File: src/design/rmts_pkg.sv
// Shared types and constants of the region map transfer splitter.
`default_nettype none

package rmts_pkg;

    // Field widths of the words on both channels
    localparam int LINK_W      = 16;
    localparam int AMOUNT_W    = 32;
    localparam int ADDR_W      = 32;
    localparam int OP_W        = 2;
    localparam int IDX_OUT_W   = 3;
    localparam int CNT_OUT_W   = 4;
    localparam int S_TDATA_W   = 88;
    localparam int M_TDATA_W   = 128;
    localparam int M_PAD_W     = 6;
    localparam int REGION_W    = LINK_W + ADDR_W + AMOUNT_W;
    localparam int QUEUE_DEPTH = 2;

    // Operation codes on the input selector
    typedef enum logic [1:0] {
        OP_REGISTER   = 2'd0,
        OP_DISCONNECT = 2'd1,
        OP_TRANSFER   = 2'd2,
        OP_UNUSED     = 2'd3
    } op_t;

    // Result status codes
    typedef enum logic [1:0] {
        STATUS_OK        = 2'd0,
        STATUS_NO_REGION = 2'd1,
        STATUS_FULL      = 2'd2,
        STATUS_NO_LINK   = 2'd3
    } status_t;

    // Work kinds handed from the front to the back
    typedef enum logic [1:0] {
        KIND_REGISTER   = 2'd0,
        KIND_DISCONNECT = 2'd1,
        KIND_TRANSFER   = 2'd2,
        KIND_EMPTY      = 2'd3
    } kind_t;

    // Classified word waiting in the queue
    typedef struct packed {
        kind_t                 kind;
        logic [LINK_W-1:0]     link_id;
        logic [AMOUNT_W-1:0]   amount;
        logic [ADDR_W-1:0]     address;
        logic                  is_write;
    } item_t;

    // One row of the region table
    typedef struct packed {
        logic [LINK_W-1:0]     link;
        logic [ADDR_W-1:0]     base;
        logic [AMOUNT_W-1:0]   bytes;
    } region_t;

    // One result word
    typedef struct packed {
        status_t               status;
        logic [IDX_OUT_W-1:0]  region_index;
        logic [LINK_W-1:0]     chunk_link;
        logic [ADDR_W-1:0]     local_address;
        logic [AMOUNT_W-1:0]   chunk_length;
        logic                  chunk_is_write;
        logic [ADDR_W-1:0]     assigned_base;
        logic [CNT_OUT_W-1:0]  regions_in_table;
        logic                  last;
    } result_t;

    localparam result_t RESULT_ZERO = '0;

    // Back-end sequencer states
    typedef enum logic [2:0] {
        ST_IDLE,
        ST_REG,
        ST_ONE,
        ST_FAIL,
        ST_CMP,
        ST_UNLINK,
        ST_EMIT
    } back_state_t;

endpackage

`default_nettype wire

File: src/design/rmts_ram.sv
// Generic single-write, single-read RAM with registered read data.
`default_nettype none

module rmts_ram #(
    parameter int WIDTH = 80,
    parameter int DEPTH = 8,
    localparam int AW = (DEPTH > 1) ? $clog2(DEPTH) : 1
) (
    input  wire logic             aclk,
    input  wire logic             wr_en,
    input  wire logic [AW-1:0]    wr_addr,
    input  wire logic [WIDTH-1:0] wr_data,
    input  wire logic [AW-1:0]    rd_addr,
    output logic      [WIDTH-1:0] rd_data
);

    logic [WIDTH-1:0] mem [DEPTH];

    // Write port and registered read port
    always_ff @(posedge aclk) begin
        if (wr_en) begin
            mem[wr_addr] <= wr_data;
        end
        rd_data <= mem[rd_addr];
    end

endmodule

`default_nettype wire

File: src/design/rmts_front.sv
// Front end: accepts input words, classifies them and queues the work.
`default_nettype none

module rmts_front (
    input  wire logic                          aclk,
    input  wire logic                          aresetn,
    input  wire logic                          s_valid,
    output logic                               s_ready,
    input  wire logic [rmts_pkg::OP_W-1:0]     s_operation,
    input  wire logic [rmts_pkg::LINK_W-1:0]   s_link_id,
    input  wire logic [rmts_pkg::AMOUNT_W-1:0] s_amount,
    input  wire logic [rmts_pkg::ADDR_W-1:0]   s_address,
    input  wire logic                          s_is_write,
    output logic                               q_valid,
    output rmts_pkg::item_t                    q_item,
    input  wire logic                          q_pop
);

    rmts_pkg::item_t queue_reg [rmts_pkg::QUEUE_DEPTH];
    logic            wr_ptr_reg, wr_ptr_next;
    logic            rd_ptr_reg, rd_ptr_next;
    logic [1:0]      cnt_reg, cnt_next;
    rmts_pkg::item_t item_in;
    logic            keep;
    logic            push;

    // Classify the incoming word; the unused code is dropped here
    always_comb begin
        item_in.link_id  = s_link_id;
        item_in.amount   = s_amount;
        item_in.address  = s_address;
        item_in.is_write = s_is_write;
        item_in.kind     = rmts_pkg::KIND_REGISTER;
        keep             = 1'b1;
        unique case (rmts_pkg::op_t'(s_operation))
            rmts_pkg::OP_REGISTER: begin
                item_in.kind = rmts_pkg::KIND_REGISTER;
            end
            rmts_pkg::OP_DISCONNECT: begin
                item_in.kind = rmts_pkg::KIND_DISCONNECT;
            end
            rmts_pkg::OP_TRANSFER: begin
                item_in.kind = (s_amount == '0) ? rmts_pkg::KIND_EMPTY
                                                : rmts_pkg::KIND_TRANSFER;
            end
            default: begin
                keep = 1'b0;
            end
        endcase
    end

    assign s_ready = (cnt_reg != 2'(rmts_pkg::QUEUE_DEPTH));
    assign push    = s_valid && s_ready && keep;
    assign q_valid = (cnt_reg != 2'd0);
    assign q_item  = queue_reg[rd_ptr_reg];

    // Queue pointers and fill count
    always_comb begin
        wr_ptr_next = push  ? ~wr_ptr_reg : wr_ptr_reg;
        rd_ptr_next = q_pop ? ~rd_ptr_reg : rd_ptr_reg;
        cnt_next    = cnt_reg;
        if (push && !q_pop) begin
            cnt_next = cnt_reg + 2'd1;
        end else if (!push && q_pop) begin
            cnt_next = cnt_reg - 2'd1;
        end
    end

    always_ff @(posedge aclk) begin
        if (!aresetn) begin
            wr_ptr_reg <= 1'b0;
            rd_ptr_reg <= 1'b0;
            cnt_reg    <= 2'd0;
        end else begin
            wr_ptr_reg <= wr_ptr_next;
            rd_ptr_reg <= rd_ptr_next;
            cnt_reg    <= cnt_next;
        end
    end

    // Queue storage
    always_ff @(posedge aclk) begin
        if (push) begin
            queue_reg[wr_ptr_reg] <= item_in;
        end
    end

    ap_cnt_bound: assert property (@(posedge aclk) disable iff (!aresetn)
        cnt_reg <= 2'(rmts_pkg::QUEUE_DEPTH))
        else $error("queue fill count above depth");

    ap_pop_nonempty: assert property (@(posedge aclk) disable iff (!aresetn)
        q_pop |-> cnt_reg != 2'd0)
        else $error("queue popped while empty");

endmodule

`default_nettype wire

File: src/design/rmts_back.sv
// Back end: keeps the region table and turns queued work into result words.
`default_nettype none

module rmts_back #(
    parameter int MAX_REGIONS = 8
) (
    input  wire logic            aclk,
    input  wire logic            aresetn,
    input  wire logic            q_valid,
    input  wire rmts_pkg::item_t q_item,
    output logic                 q_pop,
    output logic                 m_valid,
    input  wire logic            m_ready,
    output rmts_pkg::result_t    m_result
);

    localparam int IDX_W = (MAX_REGIONS > 1) ? $clog2(MAX_REGIONS) : 1;
    localparam int CNT_W = $clog2(MAX_REGIONS + 1);

    rmts_pkg::back_state_t   state_reg, state_next;
    rmts_pkg::item_t         item_reg, item_next;
    logic [IDX_W-1:0]        scan_idx_reg, scan_idx_next;
    logic [IDX_W-1:0]        hit_idx_reg, hit_idx_next;
    logic [rmts_pkg::LINK_W-1:0]   hit_link_reg, hit_link_next;
    logic [rmts_pkg::ADDR_W-1:0]   local_reg, local_next;
    logic [rmts_pkg::AMOUNT_W-1:0] avail_reg, avail_next;
    logic [rmts_pkg::AMOUNT_W-1:0] left_reg, left_next;
    logic [rmts_pkg::ADDR_W:0]     cur_reg, cur_next;
    logic [rmts_pkg::ADDR_W:0]     sum_reg, sum_next;
    logic [CNT_W-1:0]        total_reg, total_next;
    logic [MAX_REGIONS-1:0]  conn_reg, conn_next;
    logic                    out_valid_reg, out_valid_next;
    rmts_pkg::result_t       res_reg, res_next;

    logic                    wr_en;
    logic [IDX_W-1:0]        wr_addr;
    rmts_pkg::region_t       wr_region;
    logic [rmts_pkg::REGION_W-1:0] rd_data;
    rmts_pkg::region_t       rd_region;

    logic                    out_free;
    logic                    link_eq;
    logic                    hit;
    logic                    scan_end;
    logic                    full;
    logic                    take_all;
    logic [rmts_pkg::ADDR_W:0] end_sum;

    // Region table rows; read data always follows scan_idx_reg
    rmts_ram #(
        .WIDTH(rmts_pkg::REGION_W),
        .DEPTH(MAX_REGIONS)
    ) u_table (
        .aclk   (aclk),
        .wr_en  (wr_en),
        .wr_addr(wr_addr),
        .wr_data(wr_region),
        .rd_addr(scan_idx_next),
        .rd_data(rd_data)
    );

    assign rd_region = rmts_pkg::region_t'(rd_data);

    // Match logic for the row under the scan pointer
    assign out_free = !out_valid_reg || m_ready;
    assign end_sum  = {1'b0, rd_region.base} + {1'b0, rd_region.bytes};
    assign link_eq  = (rd_region.link == item_reg.link_id);
    assign hit      = conn_reg[scan_idx_reg] && !cur_reg[rmts_pkg::ADDR_W]
                      && (cur_reg >= {1'b0, rd_region.base}) && (cur_reg < end_sum);
    assign scan_end = ((CNT_W'(scan_idx_reg) + CNT_W'(1)) == total_reg);
    assign full     = (total_reg >= CNT_W'(MAX_REGIONS));
    assign take_all = (left_reg <= avail_reg);

    // Next state
    always_comb begin
        state_next = state_reg;
        unique case (state_reg)
            rmts_pkg::ST_IDLE: begin
                if (q_valid) begin
                    unique case (q_item.kind)
                        rmts_pkg::KIND_REGISTER: state_next = rmts_pkg::ST_REG;
                        rmts_pkg::KIND_EMPTY:    state_next = rmts_pkg::ST_ONE;
                        default: begin
                            state_next = (total_reg == '0) ? rmts_pkg::ST_FAIL
                                                           : rmts_pkg::ST_CMP;
                        end
                    endcase
                end
            end
            rmts_pkg::ST_REG, rmts_pkg::ST_ONE, rmts_pkg::ST_FAIL,
            rmts_pkg::ST_UNLINK: begin
                if (out_free) begin
                    state_next = rmts_pkg::ST_IDLE;
                end
            end
            rmts_pkg::ST_CMP: begin
                if (item_reg.kind == rmts_pkg::KIND_DISCONNECT && link_eq) begin
                    state_next = rmts_pkg::ST_UNLINK;
                end else if (item_reg.kind == rmts_pkg::KIND_TRANSFER && hit) begin
                    state_next = rmts_pkg::ST_EMIT;
                end else if (scan_end) begin
                    state_next = rmts_pkg::ST_FAIL;
                end
            end
            rmts_pkg::ST_EMIT: begin
                if (out_free) begin
                    state_next = take_all ? rmts_pkg::ST_IDLE : rmts_pkg::ST_CMP;
                end
            end
            default: begin
                state_next = rmts_pkg::ST_IDLE;
            end
        endcase
    end

    // Datapath updates and result words
    always_comb begin
        item_next      = item_reg;
        scan_idx_next  = scan_idx_reg;
        hit_idx_next   = hit_idx_reg;
        hit_link_next  = hit_link_reg;
        local_next     = local_reg;
        avail_next     = avail_reg;
        left_next      = left_reg;
        cur_next       = cur_reg;
        sum_next       = sum_reg;
        total_next     = total_reg;
        conn_next      = conn_reg;
        res_next       = res_reg;
        out_valid_next = m_ready ? 1'b0 : out_valid_reg;
        q_pop          = 1'b0;
        wr_en          = 1'b0;
        wr_addr        = total_reg[IDX_W-1:0];
        wr_region.link = item_reg.link_id;
        wr_region.base = sum_reg[rmts_pkg::ADDR_W-1:0];
        wr_region.bytes = item_reg.amount;

        unique case (state_reg)
            rmts_pkg::ST_IDLE: begin
                if (q_valid) begin
                    q_pop         = 1'b1;
                    item_next     = q_item;
                    scan_idx_next = '0;
                    cur_next      = {1'b0, q_item.address};
                    left_next     = q_item.amount;
                end
            end
            rmts_pkg::ST_REG: begin
                if (out_free) begin
                    out_valid_next            = 1'b1;
                    res_next                  = rmts_pkg::RESULT_ZERO;
                    res_next.last             = 1'b1;
                    res_next.regions_in_table = 4'(total_reg);
                    if (full || sum_reg[rmts_pkg::ADDR_W]) begin
                        res_next.status = rmts_pkg::STATUS_FULL;
                    end else begin
                        wr_en                     = 1'b1;
                        conn_next[total_reg[IDX_W-1:0]] = 1'b1;
                        total_next                = total_reg + CNT_W'(1);
                        sum_next                  = sum_reg + {1'b0, item_reg.amount};
                        res_next.status           = rmts_pkg::STATUS_OK;
                        res_next.region_index     = 3'(total_reg);
                        res_next.chunk_link       = item_reg.link_id;
                        res_next.assigned_base    = sum_reg[rmts_pkg::ADDR_W-1:0];
                        res_next.regions_in_table = 4'(total_reg + CNT_W'(1));
                    end
                end
            end
            rmts_pkg::ST_ONE: begin
                if (out_free) begin
                    out_valid_next            = 1'b1;
                    res_next                  = rmts_pkg::RESULT_ZERO;
                    res_next.status           = rmts_pkg::STATUS_OK;
                    res_next.chunk_is_write   = item_reg.is_write;
                    res_next.regions_in_table = 4'(total_reg);
                    res_next.last             = 1'b1;
                end
            end
            rmts_pkg::ST_FAIL: begin
                if (out_free) begin
                    out_valid_next            = 1'b1;
                    res_next                  = rmts_pkg::RESULT_ZERO;
                    res_next.regions_in_table = 4'(total_reg);
                    res_next.last             = 1'b1;
                    if (item_reg.kind == rmts_pkg::KIND_DISCONNECT) begin
                        res_next.status = rmts_pkg::STATUS_NO_LINK;
                    end else begin
                        res_next.status         = rmts_pkg::STATUS_NO_REGION;
                        res_next.chunk_is_write = item_reg.is_write;
                    end
                end
            end
            rmts_pkg::ST_CMP: begin
                if (item_reg.kind == rmts_pkg::KIND_DISCONNECT && link_eq) begin
                    hit_idx_next  = scan_idx_reg;
                    hit_link_next = rd_region.link;
                end else if (item_reg.kind == rmts_pkg::KIND_TRANSFER && hit) begin
                    hit_idx_next  = scan_idx_reg;
                    hit_link_next = rd_region.link;
                    local_next    = cur_reg[rmts_pkg::ADDR_W-1:0] - rd_region.base;
                    avail_next    = rmts_pkg::AMOUNT_W'(end_sum - cur_reg);
                end else if (!scan_end) begin
                    scan_idx_next = scan_idx_reg + IDX_W'(1);
                end
            end
            rmts_pkg::ST_UNLINK: begin
                if (out_free) begin
                    conn_next[hit_idx_reg]    = 1'b0;
                    out_valid_next            = 1'b1;
                    res_next                  = rmts_pkg::RESULT_ZERO;
                    res_next.status           = rmts_pkg::STATUS_OK;
                    res_next.region_index     = 3'(hit_idx_reg);
                    res_next.chunk_link       = hit_link_reg;
                    res_next.regions_in_table = 4'(total_reg);
                    res_next.last             = 1'b1;
                end
            end
            rmts_pkg::ST_EMIT: begin
                if (out_free) begin
                    out_valid_next            = 1'b1;
                    res_next                  = rmts_pkg::RESULT_ZERO;
                    res_next.status           = rmts_pkg::STATUS_OK;
                    res_next.region_index     = 3'(hit_idx_reg);
                    res_next.chunk_link       = hit_link_reg;
                    res_next.local_address    = local_reg;
                    res_next.chunk_length     = take_all ? left_reg : avail_reg;
                    res_next.chunk_is_write   = item_reg.is_write;
                    res_next.regions_in_table = 4'(total_reg);
                    res_next.last             = take_all;
                    if (!take_all) begin
                        left_next     = left_reg - avail_reg;
                        cur_next      = cur_reg + {1'b0, avail_reg};
                        scan_idx_next = '0;
                    end
                end
            end
            default: begin
                q_pop = 1'b0;
            end
        endcase
    end

    // Control state
    always_ff @(posedge aclk) begin
        if (!aresetn) begin
            state_reg     <= rmts_pkg::ST_IDLE;
            scan_idx_reg  <= '0;
            total_reg     <= '0;
            sum_reg       <= '0;
            conn_reg      <= '0;
            out_valid_reg <= 1'b0;
        end else begin
            state_reg     <= state_next;
            scan_idx_reg  <= scan_idx_next;
            total_reg     <= total_next;
            sum_reg       <= sum_next;
            conn_reg      <= conn_next;
            out_valid_reg <= out_valid_next;
        end
    end

    // Payload registers
    always_ff @(posedge aclk) begin
        item_reg     <= item_next;
        hit_idx_reg  <= hit_idx_next;
        hit_link_reg <= hit_link_next;
        local_reg    <= local_next;
        avail_reg    <= avail_next;
        left_reg     <= left_next;
        cur_reg      <= cur_next;
        res_reg      <= res_next;
    end

    assign m_valid  = out_valid_reg;
    assign m_result = res_reg;

    ap_total_bound: assert property (@(posedge aclk) disable iff (!aresetn)
        total_reg <= CNT_W'(MAX_REGIONS))
        else $error("region count above table size");

    ap_chunk_nonempty: assert property (@(posedge aclk) disable iff (!aresetn)
        state_reg == rmts_pkg::ST_EMIT |-> avail_reg != '0)
        else $error("matched region leaves no bytes");

    ap_scan_in_table: assert property (@(posedge aclk) disable iff (!aresetn)
        state_reg == rmts_pkg::ST_CMP |-> CNT_W'(scan_idx_reg) < total_reg)
        else $error("scan pointer beyond registered regions");

    ap_sum_needs_rows: assert property (@(posedge aclk) disable iff (!aresetn)
        sum_reg[rmts_pkg::ADDR_W] |-> total_reg != '0)
        else $error("base overflow with empty table");

endmodule

`default_nettype wire

File: src/design/region_map_transfer_splitter_core.sv
// Top level of the region map transfer splitter: port packing and the two halves.
// Register, empty transfer and empty-table error words are issued from their own state after
// acceptance; disconnect and chunk words follow a row-by-row scan of the table (ST_CMP).
// Each later chunk of a transfer rescans the table from row 0 after the previous one.
// That scan, with any output stall, sets throughput; a two-word queue keeps the input open
// while the back end is busy with an item.
// Reset (aresetn low, synchronous) empties count, connected marks and queue; rows not cleared.
`default_nettype none

module region_map_transfer_splitter_core #(
    parameter int MAX_REGIONS = 8
) (
    input  wire logic                               aclk,
    input  wire logic                               aresetn,
    // input words
    input  wire logic                               s_tvalid,
    output logic                                    s_tready,
    // link_id[15:0], amount[47:16], address[79:48], is_write[80], zero pad
    input  wire logic [rmts_pkg::S_TDATA_W-1:0]     s_tdata,
    // operation[1:0]
    input  wire logic [rmts_pkg::OP_W-1:0]          s_tuser,
    // result words
    output logic                                    m_tvalid,
    input  wire logic                               m_tready,
    // status[1:0], region_index[4:2], chunk_link[20:5], local_address[52:21],
    // chunk_length[84:53], chunk_is_write[85], assigned_base[117:86],
    // regions_in_table[121:118], zero pad
    output logic [rmts_pkg::M_TDATA_W-1:0]          m_tdata,
    output logic                                    m_tlast
);

    logic              q_valid;
    logic              q_pop;
    rmts_pkg::item_t   q_item;
    rmts_pkg::result_t result;

    // Front: accept and classify
    rmts_front u_front (
        .aclk       (aclk),
        .aresetn    (aresetn),
        .s_valid    (s_tvalid),
        .s_ready    (s_tready),
        .s_operation(s_tuser),
        .s_link_id  (s_tdata[15:0]),
        .s_amount   (s_tdata[47:16]),
        .s_address  (s_tdata[79:48]),
        .s_is_write (s_tdata[80]),
        .q_valid    (q_valid),
        .q_item     (q_item),
        .q_pop      (q_pop)
    );

    // Back: table upkeep and chunk splitting
    rmts_back #(
        .MAX_REGIONS(MAX_REGIONS)
    ) u_back (
        .aclk    (aclk),
        .aresetn (aresetn),
        .q_valid (q_valid),
        .q_item  (q_item),
        .q_pop   (q_pop),
        .m_valid (m_tvalid),
        .m_ready (m_tready),
        .m_result(result)
    );

    // Pack the result word
    assign m_tdata = {
        {rmts_pkg::M_PAD_W{1'b0}},
        result.regions_in_table,
        result.assigned_base,
        result.chunk_is_write,
        result.chunk_length,
        result.local_address,
        result.chunk_link,
        result.region_index,
        result.status
    };
    assign m_tlast = result.last;

endmodule

`default_nettype wire
File: config.mk
export PLATFORM = sky130hd
export DESIGN_NAME = region_map_transfer_splitter_core
export DESIGN_NICKNAME = d
export VERILOG_FILES = /design/src/design/rmts_pkg.sv /design/src/design/rmts_ram.sv /design/src/design/rmts_front.sv /design/src/design/rmts_back.sv /design/src/design/region_map_transfer_splitter_core.sv
export SDC_FILE = /design/constraint.sdc
export NUM_CORES = 2
export LEC_CHECK = 0
export ABC_AREA = 0
export BUFFER_PORTS_ARGS = -buffer_cell sky130_fd_sc_hd__buf_2
export CORE_MARGIN = 2
export CORE_UTILIZATION = 60
export CTS_BUF_LIST = sky130_fd_sc_hd__clkbuf_8
export DETAILED_ROUTE_END_ITERATION = 16
export HOLD_SLACK_MARGIN = 0.02
export PLACE_DENSITY = 0.86
export SLEW_MARGIN = 20
export SYNTH_ARGS = -nofsm -noshare
export SYNTH_HDL_FRONTEND = slang
export SYNTH_SLANG_ARGS = --single-unit
File: constraint.sdc
create_clock -name aclk -period 23.6 [get_ports aclk]
set_input_delay 1.18 -clock aclk [delete_from_list [all_inputs] [get_ports aclk]]
set_output_delay 1.18 -clock aclk [all_outputs]
set_load 0.01 [all_outputs]
==> impl_metrics.json <==
{
  "drv_slew": 0,
  "path_class": "flop to flop",
  "ios": 225,
  "grt_pass1_wl_um": 207000,
  "ant_nets": 0,
  "worst_pin_slew_ns": 1.126,
  "max-cap-violations": 0,
  "die_area_mm2": 0.09699,
  "synth_edf_count": 1128,
  "rows": 112,
  "synth_seq_cells": 1265,
  "multi_input_area_mm2": 0.01862,
  "die_x_um": 311.4,
  "grt_pass1_vias": 35110,
  "postCtsSetupBuffers": 0,
  "synth_commonest_cells": "edfxtp_1 (1128), nor2_1 (275), ha_1 (235), mux2i_1 (218), inv_1 (199)",
  "p_per_area_mw_per_mm2": 131.1,
  "num-nets-final": 4695,
  "core_area_mm2": 0.09347,
  "synth_area_leaders": "edfxtp_1 (60%), ha_1 (5.2%), dfxtp_1 (4.8%)",
  "drcViolationCount": 0,
  "r2r_start": "u_back.u_table.rd_data[33]$_DFF_P_",
  "grt_max_degree": 77,
  "avgRoutedWirePerCell_um": 23.96,
  "syn_area_mm2": 0.05671,
  "largest_reg_flops": 640,
  "htreeDepth": 4,
  "start_kind": "flop",
  "grt_antenna_before_repair": 7,
  "hp-start": "u_back.u_table.rd_data[79]$_DFF_P_",
  "post_dp_cell_area_mm2": 0.05893,
  "wirelength_um": 138600,
  "avgSynthCellArea_um2": 13.98,
  "track_usage_pct": 28.25,
  "rr_worst_depth": 27,
  "crit_required_ns": 24.36,
  "die_h_um": 311.4,
  "first_iter_violations": 3762,
  "place_ws_ns": 15.08,
  "setup-violations-final": 0,
  "viasPerCell": 6.104,
  "critical_path_arrival_ns": 9.63,
  "clkTransAtPathRegs_ns": 0.07,
  "fin_tns_setup_ns": 0,
  "layout.area.seq_mm2": 0.03662,
  "max_slew_margin_pct": 24.93,
  "peakVddDrop_v": 0.00008280,
  "gr-total-overflow": 0,
  "end_kind": "flop",
  "hp-class": "flop to flop",
  "syn2layout_area_growth_pct": 10.55,
  "cts_tree": "done",
  "port_buffers": 211,
  "cts_buffers": 193,
  "fillers": 6193,
  "crit_top_cell": "o21ai_0",
  "cts-resized-gates": 0,
  "synth.distinct_cells": 81,
  "status": "finished clean",
  "whs_endpoint": "u_back.hit_link_reg[15]$_DFFE_PP_",
  "num_vias": 35300,
  "hold_depth": 0,
  "clock_path_buffers": 3,
  "crit_path_max_fanout": 64,
  "synth_most_common_cell": "edfxtp_1",
  "syn_inst": 4055,
  "dp_hpwl_um": 90780,
  "postCtsHoldBufs": 0,
  "crit_buf_inv": 2,
  "finalCritPeriodShare_pct": 37.62,
  "clock_sinks": 1265,
  "hold_slack_ns": 0.4598,
  "yosys.area.top_type": "edfxtp_1",
  "leakagePower_nw": 24.59,
  "critPathTopFamily": "compound AO/OA/AOI/OAI gates",
  "finClkSkew_ns": 0.05959,
  "insertion_delay_ns": 0.90,
  "first_pass_iters": 6,
  "synth.top_cell.area_share_pct": 59.73,
  "clockRootBuffer": "clkbuf_8",
  "max_freq_mhz": 112.6,
  "finish.instance_area_mm2": 0.06269,
  "drive_gt1_share_pct": 15.16,
  "grt_setup_unrepaired": "no",
  "seq_area_frac_synth_pct": 64.57,
  "start_util_pct": 60.67,
  "gp_congestion": 0.9453,
  "layout_setup_ws_ns": 14.72,
  "rr_endpoint": "u_back.u_table.rd_data[37]$_DFF_P_",
  "hold_viol": 0,
  "critPathMaxStageDelay_ns": 0.88,
  "slowest_stage": "buf_4",
  "cp-startpoint": "u_back.u_table.rd_data[33]$_DFF_P_",
  "path_depth": 27,
  "r2r_slack_ns": 14.72,
  "ys.warnings.count": 0,
  "min_period_ns": 8.878,
  "synth_flop_cell": "edfxtp_1",
  "synth-async-reset-ratio_pct": 0
}
where the power goes:
group          internal (mW)  switching (mW)  leakage [nW]
clock                  0.882           0.869          2.13
combinational           1.15            1.87          11.0
sequential              3.10           0.348          11.5
layout make-up:
class / instances / area share, %
Tap cell: 1254 / 2.503
Sequential cell: 1265 / 58.41
Timing Repair Buffer: 254 / 2.200
Antenna cell: 4 / 0.01597
Clock inverter: 155 / 1.473
Multi-Input combinational cell: 2447 / 29.70
Clock buffer: 205 / 4.501
Inverter: 199 / 1.192
cell families (layout without fill, tap and decap cells):
logic type	Yosys count	in the layout	share of synthesized area, %
fa+ha+maj	241	241	5.397
other cells	1	10	0.006613
buf+inv	348	813	2.873
compound gates	813	813	9.556
simple gates	765	765	6.505
mux	437	437	8.237
xor+xnor	185	185	2.857
flops	1265	1265	64.57
worst max-delay path by stage:
stage,end,slack (ns)
after global routing,u_back.u_table.rd_data[43]$_DFF_P_,14.38
after detailed placement,u_back.u_table.rd_data[37]$_DFF_P_,15.08
after CTS,u_back.u_table.rd_data[37]$_DFF_P_,15.03
after global placement,u_back.u_table.rd_data[37]$_DFF_P_,15.24
after floorplan,u_back.u_table.mem[0][0]$_DFFE_PP_,13.51
final,u_back.u_table.rd_data[37]$_DFF_P_,14.72
metal layers:
layer | share of wire [%] | wire, um | vias to the layer above | global-route usage [%]
li1 | - | - | 15910 | -
met1 | 39 | 54710 | 17300 | 37.50
met2 | 47 | 64740 | 1774 | 44.31
met3 | 9.1 | 12660 | 320 | 5.870
met4 | 4.7 | 6448 | 4 | 14.56
met5 | 0.018 | 25 | - | 0
cell usage in the layout, fill, tap and decap left out, types with 83 or more instances in the layout:
master,count
edfxtp_1,1128
nor2_1,267
inv_1,250
ha_1,235
mux2i_1,218
buf_2,211
clkbuf_8,205
a21oi_1,185
o21ai_0,153
nand2_1,146
dfxtp_1,136
xnor2_1,122
mux2_2,122
a22o_1,99
mux2_1,95
o22ai_1,83
worst reg2reg max path, stage by stage (launching register included):
cell       delay, ns
dfxtp_1         0.34
ha_1            0.29
a21o_1          0.12
a21oi_1         0.12
o21ai_0         0.33
a41oi_1         0.34
nand3b_1        0.29
a311oi_1        0.62
a211oi_1        0.28
o31ai_1         0.53
o21ai_0         0.25
nand2b_1        0.14
a21oi_1         0.12
xnor2_1         0.16
ha_1            0.36
nor2b_1         0.16
o21ai_0         0.16
a21boi_0        0.10
o21ai_0         0.15
nand4_1         0.15
a41o_1          0.37
o2111ai_1       0.26
o31a_2          0.56
buf_4           0.87
buf_4           0.94
mux2i_1         0.20
a22o_1          0.27
nor2_1          0.31
stage by stage:
step | util, % | power [mW] | std cells
6_report | 67.07 | 8.219 | 5783
3_5_place_dp | 63.04 | 6.406 | 5419
2_1_floorplan | - | 5.480 | 4060
4_1_cts | 67.05 | 8.175 | 5779
3_3_place_gp | 63.04 | 6.315 | 5419
5_1_grt | 67.06 | 8.634 | 5780
Note: power is estimated with default switching activity, not from simulation.
